**src/hdl/ssem_pkg.sv**
```systemverilog
// Shared types and constants for the SSEM instruction step core.
// No dependencies; compile first.
package ssem_pkg;

  localparam int WORD_W          = 32;
  localparam int CMD_W           = 2;
  localparam int ADDR_W          = 5;
  localparam int ADDR_BITS_DEF   = 5;
  localparam int STORE_WORDS_DEF = 32;

  // Serial datapath: one digit per cycle through the adder
  localparam int DIGIT_W   = 8;
  localparam int N_DIG     = WORD_W / DIGIT_W;
  localparam int DIG_CNT_W = $clog2(N_DIG);

  // Function field of the present instruction
  localparam int FUNC_LSB = 13;
  localparam int FUNC_W   = 3;

  typedef enum logic [CMD_W-1:0] {
    CMD_STEP    = 2'd0,
    CMD_LOAD    = 2'd1,
    CMD_RESTORE = 2'd2,
    CMD_READ    = 2'd3
  } cmd_t;

  typedef enum logic [FUNC_W-1:0] {
    FN_JMP     = 3'd0,
    FN_JRP     = 3'd1,
    FN_LDN     = 3'd2,
    FN_STO     = 3'd3,
    FN_SUB     = 3'd4,
    FN_SUB_ALT = 3'd5,
    FN_CMP     = 3'd6,
    FN_STP     = 3'd7
  } func_t;

endpackage

```
**src/hdl/ssem_if.sv**
```systemverilog
// Command and result channel interfaces for the SSEM instruction step core.
// Depends on ssem_pkg.
interface ssem_in_if;
  import ssem_pkg::*;

  logic              valid;
  logic              ready;
  logic [CMD_W-1:0]  cmd;
  logic [ADDR_W-1:0] addr;
  logic [WORD_W-1:0] data;

  modport source (output valid, output cmd, output addr, output data, input ready);
  modport sink   (input valid, input cmd, input addr, input data, output ready);
endinterface

interface ssem_out_if;
  import ssem_pkg::*;

  logic              valid;
  logic              ready;
  logic [WORD_W-1:0] accumulator;
  logic [WORD_W-1:0] control_instr;
  logic [WORD_W-1:0] present_instr;
  logic              halted;
  logic [WORD_W-1:0] read_data;

  modport source (output valid, output accumulator, output control_instr,
                  output present_instr, output halted, output read_data, input ready);
  modport sink   (input valid, input accumulator, input control_instr,
                  input present_instr, input halted, input read_data, output ready);
endinterface

```
**src/hdl/ssem_instruction_step_core.sv**
```systemverilog
// Top level of the SSEM instruction step core: sequencer, serial adder, store
// and saved program copy. Depends on ssem_pkg and ssem_if.
//
// Usage:
//   in_ch  carries one command per transaction (step, load program word,
//          restore program, read store word). A transaction is taken at a
//          rising edge with valid and ready both high.
//   out_ch returns exactly one result transaction per command: accumulator,
//          CI, PI, halted flag and read data (zero unless a read).
// Sequence of a step: CI increment in the 8-bit digit-serial adder, instruction
//   fetch and operand fetch through the store's registered read port, then for
//   JRP/LDN/SUB/CMP the arithmetic of the function in the same adder; JMP, STO
//   and STP finish without it. A restore copies the program copy back into the
//   store word by word. One command is in work at a time; the next is taken in
//   the cycle after the previous result is loaded into the output register.
// Reset: rst_n (synchronous) clears the registers and then runs a clearing
//   pass over every word of the store and program copy, during which
//   in_ch.ready stays low.
// Stall: a finished result waits in the output register; the core still takes
//   a new command, but holds its result until out_ch drains the previous one.
module ssem_instruction_step_core #(
  parameter int ADDR_BITS   = ssem_pkg::ADDR_BITS_DEF,
  parameter int STORE_WORDS = ssem_pkg::STORE_WORDS_DEF
) (
  input  logic      clk,
  input  logic      rst_n,
  ssem_in_if.sink   in_ch,
  ssem_out_if.source out_ch
);
  import ssem_pkg::*;

  localparam int MEM_AW = $clog2(STORE_WORDS);

  typedef enum logic [3:0] {
    S_CLEAR,
    S_IDLE,
    S_INC,
    S_FETCH,
    S_DECODE,
    S_OPER,
    S_EXEC,
    S_ALU,
    S_READ,
    S_COPY_RD,
    S_COPY_WR,
    S_DONE
  } state_t;

  // Word index is valid only below the store depth
  function automatic logic in_store(input logic [ADDR_BITS-1:0] a);
    return 32'(a) < 32'(STORE_WORDS);
  endfunction

  function automatic logic [MEM_AW-1:0] mem_idx(input logic [ADDR_BITS-1:0] a);
    return MEM_AW'(a);
  endfunction

  state_t state_r;
  cmd_t   cmd_r;

  // Architectural registers
  logic [WORD_W-1:0] acc_r;
  logic [WORD_W-1:0] ci_r;
  logic [WORD_W-1:0] pi_r;
  logic              halted_r;

  // Serial adder: a + b + carry, one digit a cycle, result shifts into add_a_r
  logic [WORD_W-1:0]    add_a_r;
  logic [WORD_W-1:0]    add_b_r;
  logic                 add_c_r;
  logic [DIG_CNT_W-1:0] dig_cnt_r;
  logic                 add_to_acc_r;
  logic [DIGIT_W:0]     dsum;
  logic [WORD_W-1:0]    add_res;
  logic                 dig_last;

  // Memory ports
  logic [WORD_W-1:0] store_mem [STORE_WORDS];
  logic [WORD_W-1:0] copy_mem  [STORE_WORDS];
  logic [MEM_AW-1:0] rd_addr_r;
  logic              rd_ok_r;
  logic [WORD_W-1:0] st_q;
  logic [WORD_W-1:0] cp_q;
  logic [MEM_AW-1:0] sw_idx_r;
  logic              st_we;
  logic [MEM_AW-1:0] st_wa;
  logic [WORD_W-1:0] st_wd;
  logic              cp_we;
  logic [MEM_AW-1:0] cp_wa;
  logic [WORD_W-1:0] cp_wd;

  // Output register
  logic              out_valid_r;
  logic [WORD_W-1:0] out_acc_r;
  logic [WORD_W-1:0] out_ci_r;
  logic [WORD_W-1:0] out_pi_r;
  logic              out_halted_r;
  logic [WORD_W-1:0] out_rd_r;

  logic                 in_fire;
  cmd_t                 in_cmd;
  logic [ADDR_BITS-1:0] in_idx;
  logic                 in_ok;
  logic [WORD_W-1:0]    opnd;
  func_t                fn;
  logic [WORD_W-1:0]    pi_fetch;
  logic                 sweep_last;
  logic                 out_free;

  assign in_ch.ready = (state_r == S_IDLE);
  assign in_fire     = in_ch.valid && in_ch.ready;
  assign in_cmd      = cmd_t'(in_ch.cmd);
  assign in_idx      = ADDR_BITS'(in_ch.addr);
  assign in_ok       = in_store(in_idx);

  assign opnd       = rd_ok_r ? st_q : '0;
  assign pi_fetch   = rd_ok_r ? st_q : '0;
  assign fn         = func_t'(pi_r[FUNC_LSB +: FUNC_W]);
  assign sweep_last = (sw_idx_r == MEM_AW'(STORE_WORDS - 1));
  assign out_free   = !out_valid_r || out_ch.ready;

  assign dsum     = {1'b0, add_a_r[DIGIT_W-1:0]} + {1'b0, add_b_r[DIGIT_W-1:0]}
                  + (DIGIT_W + 1)'(add_c_r);
  assign add_res  = {dsum[DIGIT_W-1:0], add_a_r[WORD_W-1:DIGIT_W]};
  assign dig_last = (dig_cnt_r == DIG_CNT_W'(N_DIG - 1));

  // Write port selection for both memories
  always_comb begin
    st_we = 1'b0;
    st_wa = sw_idx_r;
    st_wd = '0;
    cp_we = 1'b0;
    cp_wa = sw_idx_r;
    cp_wd = '0;
    case (state_r)
      S_CLEAR: begin
        st_we = 1'b1;
        cp_we = 1'b1;
      end
      S_COPY_WR: begin
        st_we = 1'b1;
        st_wd = cp_q;
      end
      S_IDLE: begin
        if (in_fire && in_cmd == CMD_LOAD && in_ok) begin
          st_we = 1'b1;
          st_wa = mem_idx(in_idx);
          st_wd = in_ch.data;
          cp_we = 1'b1;
          cp_wa = mem_idx(in_idx);
          cp_wd = in_ch.data;
        end
      end
      S_EXEC: begin
        if (fn == FN_STO && rd_ok_r) begin
          st_we = 1'b1;
          st_wa = rd_addr_r;
          st_wd = acc_r;
        end
      end
      default: ;
    endcase
  end

  always_ff @(posedge clk) begin
    if (st_we) begin
      store_mem[st_wa] <= st_wd;
    end
    st_q <= store_mem[rd_addr_r];
  end

  always_ff @(posedge clk) begin
    if (cp_we) begin
      copy_mem[cp_wa] <= cp_wd;
    end
    cp_q <= copy_mem[sw_idx_r];
  end

  // Sequencer, architectural registers and output register
  always_ff @(posedge clk) begin
    if (!rst_n) begin
      state_r     <= S_CLEAR;
      sw_idx_r    <= '0;
      acc_r       <= '0;
      ci_r        <= '0;
      pi_r        <= '0;
      halted_r    <= 1'b0;
      out_valid_r <= 1'b0;
    end else begin
      // drop valid once drained, unless a new result is loaded this cycle
      if (out_valid_r && out_ch.ready && state_r != S_DONE) begin
        out_valid_r <= 1'b0;
      end

      // Advance the serial adder in both adder states
      if (state_r == S_INC || state_r == S_ALU) begin
        add_a_r   <= add_res;
        add_b_r   <= add_b_r >> DIGIT_W;
        add_c_r   <= dsum[DIGIT_W];
        dig_cnt_r <= dig_cnt_r + DIG_CNT_W'(1);
      end

      unique case (state_r)
        S_CLEAR: begin
          sw_idx_r <= sw_idx_r + MEM_AW'(1);
          if (sweep_last) begin
            state_r <= S_IDLE;
          end
        end

        S_IDLE: begin
          if (in_fire) begin
            cmd_r     <= in_cmd;
            rd_addr_r <= mem_idx(in_idx);
            rd_ok_r   <= in_ok;
            unique case (in_cmd)
              CMD_STEP: begin
                if (halted_r) begin
                  state_r <= S_DONE;
                end else begin
                  add_a_r   <= ci_r;
                  add_b_r   <= '0;
                  add_c_r   <= 1'b1;
                  dig_cnt_r <= '0;
                  state_r   <= S_INC;
                end
              end
              CMD_LOAD: state_r <= S_DONE;
              CMD_RESTORE: begin
                acc_r    <= '0;
                ci_r     <= '0;
                pi_r     <= '0;
                halted_r <= 1'b0;
                sw_idx_r <= '0;
                state_r  <= S_COPY_RD;
              end
              CMD_READ: state_r <= S_READ;
            endcase
          end
        end

        S_INC: begin
          if (dig_last) begin
            ci_r      <= add_res;
            rd_addr_r <= mem_idx(add_res[ADDR_BITS-1:0]);
            rd_ok_r   <= in_store(add_res[ADDR_BITS-1:0]);
            state_r   <= S_FETCH;
          end
        end

        S_FETCH: state_r <= S_DECODE;

        S_DECODE: begin
          pi_r      <= pi_fetch;
          rd_addr_r <= mem_idx(pi_fetch[ADDR_BITS-1:0]);
          rd_ok_r   <= in_store(pi_fetch[ADDR_BITS-1:0]);
          state_r   <= S_OPER;
        end

        S_OPER: state_r <= S_EXEC;

        S_EXEC: begin
          dig_cnt_r <= '0;
          unique case (fn) inside
            FN_JMP: begin
              ci_r    <= opnd;
              state_r <= S_DONE;
            end
            FN_JRP: begin
              add_a_r      <= ci_r;
              add_b_r      <= opnd;
              add_c_r      <= 1'b0;
              add_to_acc_r <= 1'b0;
              state_r      <= S_ALU;
            end
            FN_LDN: begin
              add_a_r      <= '0;
              add_b_r      <= ~opnd;
              add_c_r      <= 1'b1;
              add_to_acc_r <= 1'b1;
              state_r      <= S_ALU;
            end
            FN_STO: state_r <= S_DONE;
            FN_SUB, FN_SUB_ALT: begin
              add_a_r      <= acc_r;
              add_b_r      <= ~opnd;
              add_c_r      <= 1'b1;
              add_to_acc_r <= 1'b1;
              state_r      <= S_ALU;
            end
            FN_CMP: begin
              // skip the next instruction when the accumulator is negative
              add_a_r      <= ci_r;
              add_b_r      <= '0;
              add_c_r      <= acc_r[WORD_W-1];
              add_to_acc_r <= 1'b0;
              state_r      <= S_ALU;
            end
            FN_STP: begin
              halted_r <= 1'b1;
              state_r  <= S_DONE;
            end
          endcase
        end

        S_ALU: begin
          if (dig_last) begin
            if (add_to_acc_r) begin
              acc_r <= add_res;
            end else begin
              ci_r <= add_res;
            end
            state_r <= S_DONE;
          end
        end

        S_READ: state_r <= S_DONE;

        S_COPY_RD: state_r <= S_COPY_WR;

        S_COPY_WR: begin
          sw_idx_r <= sw_idx_r + MEM_AW'(1);
          state_r  <= sweep_last ? S_DONE : S_COPY_RD;
        end

        S_DONE: begin
          // hold the result until the output register is free
          if (out_free) begin
            out_valid_r  <= 1'b1;
            out_acc_r    <= acc_r;
            out_ci_r     <= ci_r;
            out_pi_r     <= pi_r;
            out_halted_r <= halted_r;
            out_rd_r     <= (cmd_r == CMD_READ && rd_ok_r) ? st_q : '0;
            state_r      <= S_IDLE;
          end
        end
      endcase
    end
  end

  assign out_ch.valid         = out_valid_r;
  assign out_ch.accumulator   = out_acc_r;
  assign out_ch.control_instr = out_ci_r;
  assign out_ch.present_instr = out_pi_r;
  assign out_ch.halted        = out_halted_r;
  assign out_ch.read_data     = out_rd_r;

endmodule

```
**src/flat_wrapper.sv**
```systemverilog
// flat-port wrapper written by rule: the top's interface ports become plain ports
module ssem_instruction_step_core_flat import ssem_pkg::*;
#(
  parameter int ADDR_BITS   = ssem_pkg::ADDR_BITS_DEF,
  parameter int STORE_WORDS = ssem_pkg::STORE_WORDS_DEF
)
  (clk, rst_n, in_ch_valid, in_ch_cmd, in_ch_addr, in_ch_data, in_ch_ready, out_ch_valid, out_ch_accumulator, out_ch_control_instr, out_ch_present_instr, out_ch_halted, out_ch_read_data, out_ch_ready);
  ssem_in_if in_ch_i ();
  ssem_out_if out_ch_i ();
  input  logic clk;
  input  logic rst_n;
  input wire logic [$bits(in_ch_i.valid)-1:0] in_ch_valid;
  input wire logic [$bits(in_ch_i.cmd)-1:0] in_ch_cmd;
  input wire logic [$bits(in_ch_i.addr)-1:0] in_ch_addr;
  input wire logic [$bits(in_ch_i.data)-1:0] in_ch_data;
  output wire logic [$bits(in_ch_i.ready)-1:0] in_ch_ready;
  output wire logic [$bits(out_ch_i.valid)-1:0] out_ch_valid;
  output wire logic [$bits(out_ch_i.accumulator)-1:0] out_ch_accumulator;
  output wire logic [$bits(out_ch_i.control_instr)-1:0] out_ch_control_instr;
  output wire logic [$bits(out_ch_i.present_instr)-1:0] out_ch_present_instr;
  output wire logic [$bits(out_ch_i.halted)-1:0] out_ch_halted;
  output wire logic [$bits(out_ch_i.read_data)-1:0] out_ch_read_data;
  input wire logic [$bits(out_ch_i.ready)-1:0] out_ch_ready;
  assign in_ch_i.valid = in_ch_valid;
  assign in_ch_i.cmd = in_ch_cmd;
  assign in_ch_i.addr = in_ch_addr;
  assign in_ch_i.data = in_ch_data;
  assign in_ch_ready = in_ch_i.ready;
  assign out_ch_valid = out_ch_i.valid;
  assign out_ch_accumulator = out_ch_i.accumulator;
  assign out_ch_control_instr = out_ch_i.control_instr;
  assign out_ch_present_instr = out_ch_i.present_instr;
  assign out_ch_halted = out_ch_i.halted;
  assign out_ch_read_data = out_ch_i.read_data;
  assign out_ch_i.ready = out_ch_ready;
  ssem_instruction_step_core #(.ADDR_BITS(ADDR_BITS), .STORE_WORDS(STORE_WORDS)) u_core (.clk(clk), .rst_n(rst_n), .in_ch(in_ch_i), .out_ch(out_ch_i));
endmodule
```
**config.mk**
```make
export PLATFORM = sky130hd
export DESIGN_NAME = ssem_instruction_step_core_flat
export DESIGN_NICKNAME = d
export VERILOG_FILES = /design/src/hdl/ssem_pkg.sv /design/src/hdl/ssem_if.sv /design/src/hdl/ssem_instruction_step_core.sv /design/src/flat_wrapper.sv
export SDC_FILE = /design/constraint.sdc
export NUM_CORES = 2
export LEC_CHECK = 0
export CELL_PAD_IN_SITES_DETAIL_PLACEMENT = 1
export CELL_PAD_IN_SITES_GLOBAL_PLACEMENT = 1
export CORE_MARGIN = 2
export CORE_UTILIZATION = 23
export CTS_CLUSTER_SIZE = 16
export DETAILED_ROUTE_END_ITERATION = 12
export DONT_BUFFER_PORTS = 1
export GPL_TIMING_DRIVEN = 0
export PLACE_DENSITY_LB_ADDON = 0.1
export SLEW_MARGIN = 20
export SYNTH_ARGS = -nofsm -noshare
export SYNTH_HDL_FRONTEND = slang
export SYNTH_SLANG_ARGS = --single-unit
```
**constraint.sdc**
```tcl
create_clock -name clk -period 7.14 [get_ports clk]
set_input_delay 0 -clock clk [delete_from_list [all_inputs] [get_ports clk]]
set_output_delay 0 -clock clk [all_outputs]
set_load 0.02 [all_outputs]
```
==> flow_results.org <==
** Power
- In this run the static leakage power is 38.7 nW.
- Of the total power, the share spent switching nets is 22.1%.
- Logic gate share of total power :: roughly 3.7%
- The share of total power dissipated in the clock network is approximately 47%.
- Peak ir drop on the vdd network :: 0.172 mV
- Summed over all nets, the switching power comes to 6.97 mW.
- For this design the ratio of total power to cell area is 275 nW/µm².
- In this run, flip-flops and latches consume between 40% and 50% of the power.
- Tot Pwr :: roughly 32 mW
- The internal power of the cells totals 24.5 mW.

** Logic synthesis
- When the netlist entered floorplanning its net count stood at 4517.
- Most instantiated flip-flop cell in the synthesis netlist :: edfxtp_1
- Of all flip-flops after synthesis, the portion carrying an async set or reset was 0%.
- After synthesis the cells add up to 93400 µm².
- Sequential share of the synthesized area :: between 70% and 80%
- In this run, synthesis inferred 2252 flip-flops with an integrated enable.
- Synthesized area per cell :: 20.9 µm²
- Synthesis-stage register bit count :: 2423
- Yosys Warn Count :: 0
- Yosys mapped the design onto between 60 and 70 distinct sky130hd cell types.
- Gate count of the mapped netlist :: between 4000 and 5000

** STA
- Worst clock skew :: 0.0762 ns
- Setup repair after global routing left no endpoint under its margin.
- Min cycle time layout :: roughly 5.4 ns
- Static timing analysis puts the maximum clock frequency at 186 MHz.
- Measured against its own limit, the worst slew margin works out to 21.7%.
- The final number of hold-violating endpoints was 0.
- Slew at the pin with the worst max-slew slack :: approximately 1.2 ns
- # setup viols final :: 0
- Fraction of the cycle the final worst path needs :: 75.4%
- The count of pins over their slew limit is 0.

** GRT
- Overall track demand over capacity in global routing :: roughly 17%
- Global routing finished with a remaining overflow of 0.
- Largest net degree at the start of global routing :: 69
- The first global-routing pass estimated approximately 470000 µm of wire.
- Vias in the first global route :: 51100
- The initial antenna violation count is 42.

** Setup path
- STA classifies the critical path startpoint as a flop.
- Crit path cell chain :: buf_2 > buf_2 > buf_2 > inv_1 > o311ai_0 > nand4_1 > nor2_4 > buf_12 > buf_16
- Most Frequent Cell on Critical Path :: buf_2
- Data on the critical path arrives at its endpoint at 5.94 ns.
- The critical path is of the reg2reg type.
- The cell family contributing the most delay on the critical path is buffers and inverters.
- Largest stage delay on the critical path :: 1.06 ns
- In this run the worst path has a maximum fanout of 14.
- STA classifies the critical path endpoint as a flop.
- CP max-delay cell :: o311ai_0
- Number of buffers and inverters on the critical path :: 6
- Data required time of the critical path :: 7.70 ns

** Clock tree
- Number of H-tree levels :: 5
- Clock tree from TritonCTS :: built
- Clock-pin slew was measured on the worst setup and hold paths at approximately 0.060 ns.
- The tree is rooted in a clkbuf_16.
- For the worst-skew pair, the clock arrives at the later sink with an insertion delay of 0.91 ns.
- Post-CTS timing repair inserted 0 buffers for setup.
- The clock passes through at most 4 buffers.
- CTS Hold Bufs :: 45
- Number of instances resized during post-cts repair :: 0
- Clock buffer count from CTS :: 297
- CTS saw 2423 sinks.

** Drt
- Using the TritonRoute via totals, the vias-per-cell ratio works out to roughly 4.5.
- WL per Instance :: 32.3 µm
- Initial DRT Pass Iterations :: 5
- The count of nets left with antenna violations once routing finished came out at 0.
- The routed layout has roughly 48000 vias.
- Number of remaining DRC errors :: 0
- Final wirelength :: 343000 µm
- First DRT Iteration DRCs :: 3917

** Worst hold path
- Path class of the lowest-slack min-delay path :: in2reg

** Cells and area
- Fill cells in the final layout number between 40000 and 50000.
- In the final layout, the share of cells above drive strength 1 is 28.9%.
- Commonest non-fill, non-tap cells in the layout :: edfxtp_1 (2252), mux4_2 (640), clkbuf_16 (305)
- The library cell used most frequently in the layout, excluding fill and tap cells, is edfxtp_1.
- From synthesis to final layout, the design area changed by 22.6%.
- At the end of the flow the core is filled with cells to 28.4%.
- At the end of the flow, the number of nets in the layout was 5036.

** Placed design
- Total of buffers placed on input and output ports :: 0
- Last weighted congestion value of the routability-driven placer :: 0.744
- DP Wirelength :: 240000 µm

** Outcome
- The flow ran to the end, and the final reports show no timing, DRC or antenna violations.

** Die
- Measured along the y axis, the die boundary spans 641 µm.
- For this design the top-level I/O count stands at around 170.
- Area of the core :: 403000 µm²
- Core Rows :: about 230
- The die is about 640 µm wide.
- Once the floorplan was initialized, standard cells occupied a little under a quarter of the core.
- Area of the die :: 411000 µm²

** Run
- Number of maximum-capacitance constraint violations :: 0
==> Yosys cell counts (49+ instances only) <==
cell | count | area [µm²]
dfxtp_1 | 171 | 3420
nand2_1 | 251 | 942
o21ai_0 | 55 | 275
mux4_2 | 640 | 14400
mux2i_1 | 80 | 801
and3_1 | 66 | 413
buf_2 | 67 | 335
edfxtp_1 | 2252 | 67600
clkbuf_1 | 148 | 556
nor2_1 | 186 | 698
a21oi_1 | 49 | 245
==> power groups by stage <==
stage                     logic (mW)  registers (mW)  clock network (mW)
final                           1.18            15.6                14.7
after CTS                       1.21            15.6                15.2
after detailed placement        1.17            15.9                   0
after floorplan                0.590            15.9                   0
after global routing            1.25            15.6                15.7
after global placement          1.07            15.9                   0
==> path summary, 6_finish.rpt <==
kind                                          from                         endpoint  slack (ns)  cells after the start
worst max-delay path            u_core.sw_idx_r[1]         u_core.store_mem[11][14]        1.76                      9
worst min-delay path                 in_ch_addr[1]          u_core.copy_mem[25][30]        0.07                      2
worst max register to register  u_core.sw_idx_r[1]         u_core.store_mem[11][14]        1.76                      9
worst min register to register     u_core.pi_r[23]  u_core.out_ch.present_instr[23]        0.45                      0
==> cell families after synthesis <==
kind of cell	after synthesis	synth area share (%)
DFF	2423	76.1
and+or+nand+nor	629	3.07
xor gates and xnor gates	8	0.0750
buffers and inverters	315	1.43
adders and majority gates	16	0.230
AOI/OAI and AO/OA	315	2.42
muxes	752	16.7
==> worst register-to-register path, delay by kind of cell, from the launching register on <==
family | cells | cell delay [ns]
buf+inv | 6 | 2.25
simple gates | 2 | 1.39
compound gates | 1 | 1.06
flops | 1 | 0.36
==> routing by layer <==
layer  part of all wire, %  GRT usage (%)
met3                   3.6           2.00
met2                    48           27.4
met5                     0              0
met1                    46           23.0
met4                   2.5           4.05
==> stage by stage <==
stage	instance area [µm²]	hold WS, ns	cells	TNS [ns]	worst slack (ns)
after floorplan	93400	0.0989	4458	0	0.0678
after global placement	100000	0.102	9863	-1326.89	-3.36
after detailed placement	105000	0.102	10000	0	1.76
after CTS	114000	0.0186	10600	0	1.72
after global routing	114000	0.0170	10600	0	1.66
final	114000	0.0731	10600	0	1.76
==> sequential cells by signal, summed over array words and instances, names as in the netlist, 4 cells and up <==
signal                       count
u_core.acc_r                    32
u_core.out_ch.present_instr     32
u_core.out_ch.accumulator       32
u_core.out_ch.control_instr     32
u_core.add_a_r                  32
u_core.ci_r                     32
u_core.add_b_r                  32
u_core.rd_addr_r                 5
u_core.copy_mem               1024
u_core.cp_q                     32
u_core.out_ch.read_data         32
u_core.pi_r                     32
u_core.st_q                     32
u_core.state_r                   4
u_core.store_mem              1024
u_core.sw_idx_r                  5
==> final cells by class <==
type | count | area, µm² | share of cell area, %
Timing Repair Buffer | 220 | 4240 | 3.71
Tap cell | 5405 | 6760 | 5.91
Sequential cell | 2423 | 71100 | 62.1
Buffer | 268 | 1200 | 1.05
Clock buffer | 399 | 8120 | 7.09
Clock inverter | 138 | 1190 | 1.04
Inverter | 47 | 176 | 0.154
Multi-Input combinational cell | 1720 | 21700 | 19.0
Antenna cell | 14 | 35.0 | 0.0306
Power figures use the tool's default switching activity.
